**src/rtl/min_heap_priority_queue_unit_macros.svh**
```systemverilog
// ---------------------------------------------------------------------------
// min heap priority queue macros
// assertion helpers for the queue unit, empty for synthesis
// ---------------------------------------------------------------------------
`ifndef MIN_HEAP_PRIORITY_QUEUE_UNIT_MACROS_SVH
`define MIN_HEAP_PRIORITY_QUEUE_UNIT_MACROS_SVH

`ifndef SYNTHESIS
// property checked at every edge outside reset
`define MHPQ_ASSERT(lbl, clk, rst, prop, msg) \
  lbl: assert property (@(posedge clk) disable iff (rst) (prop)) else $error(msg);
// implication checked in the cycle after its antecedent, outside reset
`define MHPQ_ASSERT_NEXT(lbl, clk, rst, pre, post, msg) \
  lbl: assert property (@(posedge clk) disable iff (rst) (pre) |=> (post)) else $error(msg);
`else
`define MHPQ_ASSERT(lbl, clk, rst, prop, msg)
`define MHPQ_ASSERT_NEXT(lbl, clk, rst, pre, post, msg)
`endif

`endif

```
**src/rtl/mhpq_pkg.sv**
```systemverilog
// ---------------------------------------------------------------------------
// mhpq_pkg
// widths, codes and the store request type of the min heap priority queue
// ---------------------------------------------------------------------------
package mhpq_pkg;

  localparam int KEY_W    = 32;
  localparam int ADDR_W   = 7;
  localparam int DEPTH    = 2 ** ADDR_W;
  localparam int CAPACITY = DEPTH - 1;
  localparam int STAT_W   = 3;
  localparam int ACT_W    = 2;

  localparam logic [ACT_W-1:0] ACT_INSERT   = 2'd0;
  localparam logic [ACT_W-1:0] ACT_EXTRACT  = 2'd1;
  localparam logic [ACT_W-1:0] ACT_DECREASE = 2'd2;
  localparam logic [ACT_W-1:0] ACT_DELETE   = 2'd3;

  localparam logic [STAT_W-1:0] ST_OK     = 3'd0;
  localparam logic [STAT_W-1:0] ST_EMPTY  = 3'd1;
  localparam logic [STAT_W-1:0] ST_FULL   = 3'd2;
  localparam logic [STAT_W-1:0] ST_BADPOS = 3'd3;
  localparam logic [STAT_W-1:0] ST_NOTDEC = 3'd4;

  typedef struct packed {
    logic              we;
    logic [ADDR_W-1:0] waddr;
    logic [KEY_W-1:0]  wdata;
    logic              re;
    logic [ADDR_W-1:0] raddr;
  } mem_req_t;

endpackage

```
**src/rtl/mhpq_store.sv**
```systemverilog
// ---------------------------------------------------------------------------
// mhpq_store
// key store of the heap: one write port, one read port, registered read data
// ---------------------------------------------------------------------------
module mhpq_store (
  input  logic                            clk,
  input  mhpq_pkg::mem_req_t              req,
  output logic [mhpq_pkg::KEY_W-1:0]      rdata
);

  logic [mhpq_pkg::KEY_W-1:0] mem [mhpq_pkg::DEPTH];

  always_ff @(posedge clk) begin
    if (req.we) begin
      mem[req.waddr] <= req.wdata;
    end
  end

  // read data holds while no read is issued
  always_ff @(posedge clk) begin
    if (req.re) begin
      rdata <= mem[req.raddr];
    end
  end

endmodule

```
**src/rtl/min_heap_priority_queue_unit.sv**
```systemverilog
// ---------------------------------------------------------------------------
// min_heap_priority_queue_unit
// binary min heap of signed keys with insert, extract, decrease and delete
// ---------------------------------------------------------------------------
// One request is worked on at a time; a finished result sits in the output
// register while the next request is taken. All keys live in a single store
// with one read and one write port and registered read data, so the
// time per request follows the heap depth: each level of sift-up passes
// SU_CHK and SU_CMP, each level of the raise of a deleted entry RAISE_CHK
// and RAISE_WR, each level of sift-down SD_CHK, SD_RDR and SD_CMP. A
// rejected request goes from IDLE through ROOT_RD to DONE, a decrease
// with a larger key by way of DEC_CMP. There is no clearing pass after
// reset; entries are only used once written.
module min_heap_priority_queue_unit (
  input  logic        clk,
  input  logic        rst,
  input  logic        s_axis_tvalid,
  output logic        s_axis_tready,
  // action[1:0], key_value[33:2], position[40:34], zero fill
  input  logic [47:0] s_axis_tdata,
  output logic        m_axis_tvalid,
  input  logic        m_axis_tready,
  // removed_value[31:0], min_after[63:32], count_after[70:64], status[73:71], zero fill
  output logic [79:0] m_axis_tdata
);

  `include "min_heap_priority_queue_unit_macros.svh"

  localparam int KW = mhpq_pkg::KEY_W;
  localparam int AW = mhpq_pkg::ADDR_W;

  typedef enum logic [3:0] {
    IDLE, DEC_CMP, DEL_GET, EX_GET, RAISE_CHK, RAISE_WR, TAKE, TAKE_GET,
    SU_CHK, SU_CMP, SD_CHK, SD_RDR, SD_CMP, ROOT_RD, DONE
  } state_t;

  state_t                          state;
  logic [AW-1:0]                   cnt;
  logic [AW-1:0]                   p;
  logic signed [KW-1:0]            v;
  logic signed [KW-1:0]            lval;
  logic                            has_r;
  logic signed [KW-1:0]            removed;
  logic [mhpq_pkg::STAT_W-1:0]     status;

  logic                            m_valid;
  logic [KW-1:0]                   o_removed;
  logic [KW-1:0]                   o_min;
  logic [AW-1:0]                   o_count;
  logic [mhpq_pkg::STAT_W-1:0]     o_status;

  mhpq_pkg::mem_req_t              mem_req;
  logic [KW-1:0]                   rdata;
  logic signed [KW-1:0]            rkey;

  logic [mhpq_pkg::ACT_W-1:0]      in_action;
  logic signed [KW-1:0]            in_key;
  logic [AW-1:0]                   in_pos;
  logic                            pos_ok;

  logic [AW:0]                     l8;
  logic [AW:0]                     r8;
  logic                            has_l;
  logic                            r_ok;
  logic                            parent_gt;
  logic                            l_lt;
  logic                            r_lt;
  logic signed [KW-1:0]            best;
  logic                            go_down;
  logic signed [KW-1:0]            child_val;
  logic [AW-1:0]                   child_pos;

  mhpq_store u_store (
    .clk   (clk),
    .req   (mem_req),
    .rdata (rdata)
  );

  assign in_action = s_axis_tdata[1:0];
  assign in_key    = s_axis_tdata[33:2];
  assign in_pos    = s_axis_tdata[40:34];
  assign pos_ok    = (in_pos != '0) && (in_pos <= cnt);

  assign rkey      = rdata;
  assign l8        = {p, 1'b0};
  assign r8        = {p, 1'b1};
  // p <= cnt/2 is the same as 2p <= cnt
  assign has_l     = l8 <= {1'b0, cnt};
  assign r_ok      = r8 <= {1'b0, cnt};
  assign parent_gt = rkey > v;

  // smaller child, left wins a tie, only if strictly below the moving key
  assign l_lt      = lval < v;
  assign best      = l_lt ? lval : v;
  assign r_lt      = has_r && (rkey < best);
  assign go_down   = l_lt || r_lt;
  assign child_val = r_lt ? rkey : lval;
  assign child_pos = r_lt ? r8[AW-1:0] : l8[AW-1:0];

  always_comb begin
    mem_req       = '0;
    mem_req.wdata = v;
    case (state)
      IDLE: begin
        mem_req.re    = s_axis_tvalid;
        mem_req.raddr = (in_action == mhpq_pkg::ACT_EXTRACT) ? AW'(1) : in_pos;
      end
      RAISE_CHK: begin
        mem_req.re    = (p != AW'(1));
        mem_req.raddr = p >> 1;
      end
      RAISE_WR: begin
        mem_req.we    = 1'b1;
        mem_req.waddr = p;
        mem_req.wdata = rkey;
      end
      TAKE: begin
        mem_req.re    = 1'b1;
        mem_req.raddr = cnt;
      end
      SU_CHK: begin
        mem_req.we    = (p == AW'(1));
        mem_req.waddr = p;
        mem_req.re    = (p != AW'(1));
        mem_req.raddr = p >> 1;
      end
      SU_CMP: begin
        mem_req.we    = 1'b1;
        mem_req.waddr = p;
        mem_req.wdata = parent_gt ? rkey : v;
      end
      SD_CHK: begin
        mem_req.re    = has_l;
        mem_req.raddr = l8[AW-1:0];
        mem_req.we    = !has_l;
        mem_req.waddr = p;
      end
      SD_RDR: begin
        mem_req.re    = r_ok;
        mem_req.raddr = r8[AW-1:0];
      end
      SD_CMP: begin
        mem_req.we    = 1'b1;
        mem_req.waddr = p;
        mem_req.wdata = go_down ? child_val : v;
      end
      ROOT_RD: begin
        mem_req.re    = 1'b1;
        mem_req.raddr = AW'(1);
      end
      default: begin
        mem_req.re = 1'b0;
      end
    endcase
  end

  always_ff @(posedge clk) begin
    if (rst) begin
      state   <= IDLE;
      cnt     <= '0;
      m_valid <= 1'b0;
    end else begin
      if (m_valid && m_axis_tready && (state != DONE)) begin
        m_valid <= 1'b0;
      end
      case (state)
        IDLE: begin
          if (s_axis_tvalid) begin
            removed <= '0;
            status  <= mhpq_pkg::ST_OK;
            v       <= in_key;
            p       <= in_pos;
            case (in_action)
              mhpq_pkg::ACT_INSERT: begin
                if (cnt >= AW'(mhpq_pkg::CAPACITY)) begin
                  status <= mhpq_pkg::ST_FULL;
                  state  <= ROOT_RD;
                end else begin
                  cnt   <= cnt + AW'(1);
                  p     <= cnt + AW'(1);
                  state <= SU_CHK;
                end
              end
              mhpq_pkg::ACT_EXTRACT: begin
                if (cnt == '0) begin
                  status <= mhpq_pkg::ST_EMPTY;
                  state  <= ROOT_RD;
                end else begin
                  state <= EX_GET;
                end
              end
              mhpq_pkg::ACT_DECREASE: begin
                if (!pos_ok) begin
                  status <= mhpq_pkg::ST_BADPOS;
                  state  <= ROOT_RD;
                end else begin
                  state <= DEC_CMP;
                end
              end
              default: begin
                if (!pos_ok) begin
                  status <= mhpq_pkg::ST_BADPOS;
                  state  <= ROOT_RD;
                end else begin
                  state <= DEL_GET;
                end
              end
            endcase
          end
        end
        DEC_CMP: begin
          if (v > rkey) begin
            status <= mhpq_pkg::ST_NOTDEC;
            state  <= ROOT_RD;
          end else begin
            state <= SU_CHK;
          end
        end
        DEL_GET: begin
          removed <= rkey;
          state   <= RAISE_CHK;
        end
        EX_GET: begin
          removed <= rkey;
          state   <= TAKE;
        end
        RAISE_CHK: begin
          state <= (p == AW'(1)) ? TAKE : RAISE_WR;
        end
        RAISE_WR: begin
          p     <= p >> 1;
          state <= RAISE_CHK;
        end
        TAKE: begin
          state <= TAKE_GET;
        end
        TAKE_GET: begin
          v     <= rkey;
          cnt   <= cnt - AW'(1);
          p     <= AW'(1);
          state <= SD_CHK;
        end
        SU_CHK: begin
          state <= (p == AW'(1)) ? ROOT_RD : SU_CMP;
        end
        SU_CMP: begin
          if (parent_gt) begin
            p     <= p >> 1;
            state <= SU_CHK;
          end else begin
            state <= ROOT_RD;
          end
        end
        SD_CHK: begin
          state <= has_l ? SD_RDR : ROOT_RD;
        end
        SD_RDR: begin
          lval  <= rkey;
          has_r <= r_ok;
          state <= SD_CMP;
        end
        SD_CMP: begin
          if (go_down) begin
            p     <= child_pos;
            state <= SD_CHK;
          end else begin
            state <= ROOT_RD;
          end
        end
        ROOT_RD: begin
          state <= DONE;
        end
        DONE: begin
          // root read data holds here until the output slot frees up
          if (!m_valid || m_axis_tready) begin
            m_valid   <= 1'b1;
            o_removed <= removed;
            o_min     <= (cnt != '0) ? rdata : '0;
            o_count   <= cnt;
            o_status  <= status;
            state     <= IDLE;
          end
        end
        default: begin
          state <= IDLE;
        end
      endcase
    end
  end

  assign s_axis_tready = (state == IDLE);
  assign m_axis_tvalid = m_valid;
  assign m_axis_tdata  = {6'b0, o_status, o_count, o_min, o_removed};

  `MHPQ_ASSERT_NEXT(a_cnt_step, clk, rst, 1'b1, (cnt == $past(cnt)) || (cnt == $past(cnt) + AW'(1)) || (cnt == $past(cnt) - AW'(1)), "count moved by more than one")
  `MHPQ_ASSERT(a_cnt_cap, clk, rst, cnt <= AW'(mhpq_pkg::CAPACITY), "count above capacity")
  `MHPQ_ASSERT(a_wr_busy, clk, rst, !mem_req.we || ((state != IDLE) && (mem_req.waddr != '0)), "store write while idle or to slot zero")
  `MHPQ_ASSERT(a_out_rise, clk, rst, !$rose(m_axis_tvalid) || $past(state == DONE), "result shown without a finished request")

endmodule
```
**config.mk**
```make
export PLATFORM = sky130hd
export DESIGN_NAME = min_heap_priority_queue_unit
export DESIGN_NICKNAME = d
export VERILOG_FILES = /design/src/rtl/mhpq_pkg.sv /design/src/rtl/mhpq_store.sv /design/src/rtl/min_heap_priority_queue_unit.sv
export VERILOG_INCLUDE_DIRS = /design/src /design/src/rtl
export SDC_FILE = /design/constraint.sdc
export NUM_CORES = 2
export LEC_CHECK = 0
export ABC_AREA = 0
export BUFFER_PORTS_ARGS = -buffer_cell sky130_fd_sc_hd__buf_2
export CAP_MARGIN = 10
export CORE_MARGIN = 2
export CORE_UTILIZATION = 25
export CTS_BUF_LIST = sky130_fd_sc_hd__clkbuf_8 sky130_fd_sc_hd__clkbuf_16
export CTS_CLUSTER_SIZE = 28
export DETAILED_ROUTE_END_ITERATION = 6
export SLEW_MARGIN = 20
export SYNTH_ARGS = -nofsm -noshare
export SYNTH_HDL_FRONTEND = slang
export SYNTH_HIERARCHICAL = 1
export SYNTH_SLANG_ARGS = --single-unit
```
**constraint.sdc**
```tcl
create_clock -name clk -period 23.5 [get_ports clk]
set_input_delay 0 -clock clk [delete_from_list [all_inputs] [get_ports clk]]
set_output_delay 0 -clock clk [all_outputs]
set_load 0.02 [all_outputs]
```
# Word level (Yosys, flattened, before mapping)
# Memories as Yosys holds them, arrays and structs flattened. A register that Yosys moved wholly into a read port is not among the register bits.
# Index checks and enable logic that the tools add are counted.
dict set report op_classes {
  add_sub_neg 2
  n_mul 0
  div_mod_pow 0
  order_cmp 8
  n_eq_ne 26
  shift 0
  n_mux 50
  n_bitwise 1
  n_reduce_logical 30
}
# cell count
set op_table {}
lappend op_table {{two-way mux 32 bit} 6}
lappend op_table {{one-hot mux 32 bit (2 select lines)} 2}
lappend op_table {{one-hot mux 32 bit (3 select lines)} 1}
lappend op_table {{> comparator 32 bit} 2}
lappend op_table {{< comparator 32 bit} 2}
lappend op_table {{two-way mux 7 bit} 9}
lappend op_table {{one-hot mux 4 bit (14 select lines)} 1}
lappend op_table {{one-hot mux 7 bit (6 select lines)} 1}
lappend op_table {{one-hot mux 7 bit (5 select lines)} 1}
lappend op_table {{equality test 4 bit, second input constant} 7}
lappend op_table {{two-way mux 3 bit} 8}
lappend op_table {{one-hot mux 8 bit (3 select lines)} 1}
lappend op_table {{two-way mux 4 bit} 5}
lappend op_table {{equality test 4 x 3 -> 1 bit, second input constant} 4}
lappend op_table {{less-or-equal comparator 8 x 7 -> 1 bit} 2}
lappend op_table {{one-hot mux 7 bit (2 select lines)} 1}
lappend op_table {{nonzero test 7 bit} 2}
lappend op_table {{inequality test 2 bit, second input constant} 6}
lappend op_table {{one-hot mux 3 bit (2 select lines)} 2}
lappend op_table {{one-hot mux 4 bit (3 select lines)} 1}
lappend op_table {{AND reduction 3 bit} 3}
lappend op_table {{equality test 4 x 2 -> 1 bit, second input constant} 2}
lappend op_table {{AND reduction 4 bit} 2}
lappend op_table {{OR reduction 2 bit} 4}
lappend op_table {{other kinds (26)} 42}
dict set report word_totals {
  register_bits 193
  latchBits 0
  ram_bits 4096
  mem_bits_ro 0
  input_bits 52
  output_inout_bits 82
  word_cells 131
  memories 1
}
# name depth word_bits read_ports rd_clocked_by_memory_dff write_ports line
set memory_table {}
lappend memory_table {u_store.mem 128 32 1 1 1 mhpq_store.sv:11} ;# logic [mhpq_pkg::KEY_W-1:0] mem [mhpq_pkg::DEPTH];

# Depth between registers and ports, before layout
dict set report depth {
  ltp_word 7
  mapped_depth 22
  mapped_depth_nobuf 19
}

# Modules after synthesis
# Netlist, hierarchy kept.
# mod instances cells_each area_each_um2 seq_area_each_um2
set modules_own_cells {}
lappend modules_own_cells {mhpq_store 1 5990 156596.4 123958.9}
lappend modules_own_cells {min_heap_priority_queue_unit 1 1113 11339.6 5675.4}

# Least setup slack after synthesis
# No wires, ideal clock.
dict set report synth_path {
  kind {register to register}
  startpoint {register v[14]}
  endpoint {memory u_store/mem[0][31] in the netlist's numbering, data pin}
  setup_ns 0.921
  arrival_time_ns 8.069
  required_ns 22.579
  setup_slack_ns 14.510
  stages_incl_launch_ff 21
  n_path_buf 2
  synth_period_minus_slack_ns 8.990
  path_cell_list {edfxtp_1 -> inv_1 -> ha_1 -> nand4_1 -> or4_1 -> o32a_1 -> a21oi_1 -> o31ai_2 -> clkbuf_1 -> buf_2 -> a21oi_1 -> ha_1 -> a21oi_1 -> a21oi_1 -> a2111oi_0 -> o211ai_1 -> o21a_1 -> o31ai_1 -> a21oi_4 -> mux2_1 -> o221ai_1}
}
# element line
set synth_rtl {}
lappend synth_rtl {{start: declaration} min_heap_priority_queue_unit.sv:40} ;# logic signed [KW-1:0] v;
lappend synth_rtl {{start signal: assignment} min_heap_priority_queue_unit.sv:171} ;# v <= in_key;
lappend synth_rtl {{start signal: assignment} min_heap_priority_queue_unit.sv:238} ;# v <= rkey;
lappend synth_rtl {{end: declaration} mhpq_store.sv:11}

==> reports/metrics.yaml <==
status: "finished, final reports clean"
layout.nets: 7738
synth_top_area_cell: "edfxtp_1"
cp_top_family: "buffers and inverters"
cpMaxStageDelayCell: "buf_4"
hold_slack_ns: 0.162
finClkSkew_ns: 0.0814
grt_pass1_wl_um: 603000
ys_top_cells_by_area: "edfxtp_1, mux4_2, ha_1"
async_flop_share_pct: 0
path_cells: "nand2b_1 -> nor2_1 -> a22oi_1 -> a21oi_4 -> buf_4 -> buf_12 -> buf_4 -> buf_12 -> buf_4 -> buf_4 -> mux4_2 -> mux4_2 -> mux4_2 -> mux2_2"
fillers: 64100
yosysTopAreaCellShare_pct: 77.0
via_per_inst: 4.70
dp_cells: 16000
vdd_drop_max_v: 0.000176
drc: 0
clock_latency_ns: 0.98
cts_sinks: 4321
fp.coreArea_mm2: 0.671
hp-class: "in2reg"
fp.dieArea_mm2: 0.678
synth-edff-count: 4309
cts_buffer_depth: 4
cts-root-buf: "clkbuf_16"
crit_type: "reg2reg"
syn_avg_cell_area_um2: 23.6
drt-pass1-iter-count: 6
min_period_ns: 9.25
ys_ff_latch: 4321
overflow: 0
setup_viol: 0
critPathArrivalTime_ns: 9.92
cts_tree: "done"
setup_slack_ns: 14.25
fmax_mhz: 108
setup_tns_ns: 0
io_pins: 134
powerDensity_mw_per_mm2: 127
die_h_um: 824
crit_fanout: 108
io_buffers: 120
antenna_found_initial: 40
gp_congestion: 0.837
grt_max_degree: 162
drt_wl_total_um: 429000
ys_warn_count: 6
rows: 301
start_util_pct: 25.0
max_stage_delay_ns: 0.85
ys_seq_area_share_pct: 77.2
grt_pass1_vias: 80400
worstMarginPinSlew_ns: 1.04
cp-end-kind: "flip-flop"
max_slew_margin_pct: 30.4
synth_cell_types: 65
clkTransAtPathRegs_ns: 0.07
numCtsBuffers: 403
synth_cells: 7103
drive_gt1_share_pct: 31.6
worstSetupStartpointType: "flip-flop"
post_cts_buffers: 0
htreeDepth: 5
synth_ff_type: "edfxtp_1"
path_buf_inv: 6
final_common_cell: "edfxtp_1"
wl_per_cell_um: 25.5
grt_usage_pct: 12.2
dp_slack_ns: 14.17
fin_cells: 16900
final_cell_mix: "edfxtp_1, mux4_2, clkbuf_16, buf_4, nor2_1"
cap_violations: 0
final_antenna_net_count: 0
leakagePower_nw: 58.9
netlist_area_mm2: 0.168
num_vias: 79300
chipWidth_um: 824
path_common_cell: "buf_4"
dp_hpwl_um: 232000
hold_viol: 0
drtIter0Drc: 9913
cp_data_required_time_ns: 24.17
area_growth_pct: 16.4
report.final.slew_viol_count: 0
rsz0062_at_grt: "false"
period_share_pct: 39.4
-- state kept, by name (all words and copies together) (netlist names), 32 cells and up --
signal and flops:
o_removed 32, removed 32, lval 32, v 32
u_store/mem 4096, o_min 32, u_store/rdata 32
-- cell families (layout without fill, tap and decap cells) --
kind of cell               Yosys count  count (layout)  synth area share, %
DFF                               4321            4321                 77.2
xor gates and xnor gates            10              10               0.0522
AOI/OAI and AO/OA                  279             279                 1.10
buffers and inverters              459            1254                 1.13
adders and majority gates          114             114                0.849
muxes                             1382            1382                 18.3
and+or+nand+nor                    537             537                 1.39
other                                1              21              0.00223
-- worst min-delay path: stages --
cell	delay [ns]
dlygate4sd3_1	0.56
buf_2	0.19
o21ai_0	0.14
nor2_1	0.11
o31a_1	0.13
-- power breakdown --
part	internal, mW	leakage [nW]	switching, mW
Combinational	3.57	13.3	5.08
Sequential	9.49	38.9	0.110
Clock	3.71	6.70	2.83
-- cell type report --
cell class,instances,area (um2),share of cell area (%)
Clock inverter,325,2890,1.48
Inverter,88,355,0.182
Clock buffer,411,10300,5.25
Multi-Input combinational cell,2328,37800,19.4
Antenna cell,15,37.5,0.0192
Timing Repair Buffer,430,3300,1.69
Sequential cell,4321,130000,66.3
Tap cell,8938,11200,5.72
-- path summary, 6_finish.rpt --
path | startpoint | endpoint | slack, ns | cells past startpoint
worst min-delay path | s_axis_tvalid | state[0] | 0.16 | 5
worst min register to register | removed[12] | o_removed[12] | 0.39 | 0
worst max-delay path | state[2] | u_store/rdata[17] | 14.25 | 14
worst max register to register | state[2] | u_store/rdata[17] | 14.25 | 14
-- timing repair --
item	CTS	global route
resized for setup	0	0
hold endpoints to repair	160	0
hold buffers	84	0
-- metrics by stage --
| step | utilization (%) | power, mW | area [um2] |
|---|---|---|---|
| floorplan | - | 15.3 | 168000 |
| global placement | 27.1 | 18.3 | 181000 |
| detailed placement | 27.1 | 18.5 | 181000 |
| CTS | 29.1 | 25.0 | 195000 |
| global route | 29.1 | 25.6 | 195000 |
| finish | 29.1 | 24.8 | 195000 |
-- synth_stat cells (2+ instances only) --
master,instances
a2111oi_0,3
a211o_1,4
a211oi_1,9
a21boi_0,3
a21o_1,10
a21oi_1,80
a221o_1,31
a222oi_1,5
a22o_1,5
a22oi_1,9
a31oi_1,6
a32o_1,2
and2_1,6
and3_1,3
buf_1,58
buf_2,83
buf_4,9
buf_6,5
clkbuf_1,216
dfxtp_1,12
edfxtp_1,4309
ha_1,114
inv_1,88
mux2_2,33
mux2i_1,3
mux4_2,1344
nand2_1,96
nand2b_1,14
nand3_1,33
nand4_1,21
nor2_1,272
nor2b_1,16
nor3_1,56
nor4_1,5
o211ai_1,9
o21a_1,6
o21ai_0,70
o21bai_1,3
o22ai_1,4
o31a_1,3
o31ai_1,5
or3_1,8
xnor2_1,10
-- layer usage --
layer	part of all wire [%]	routed length, um	global-route usage, %
met1	40	171000	16.1
met2	49	212000	20.8
met3	7.7	33100	1.84
met4	2.9	12300	3.52
met5	0.0037	16	0
No activity file was read; power rests on OpenSTA's default activity.
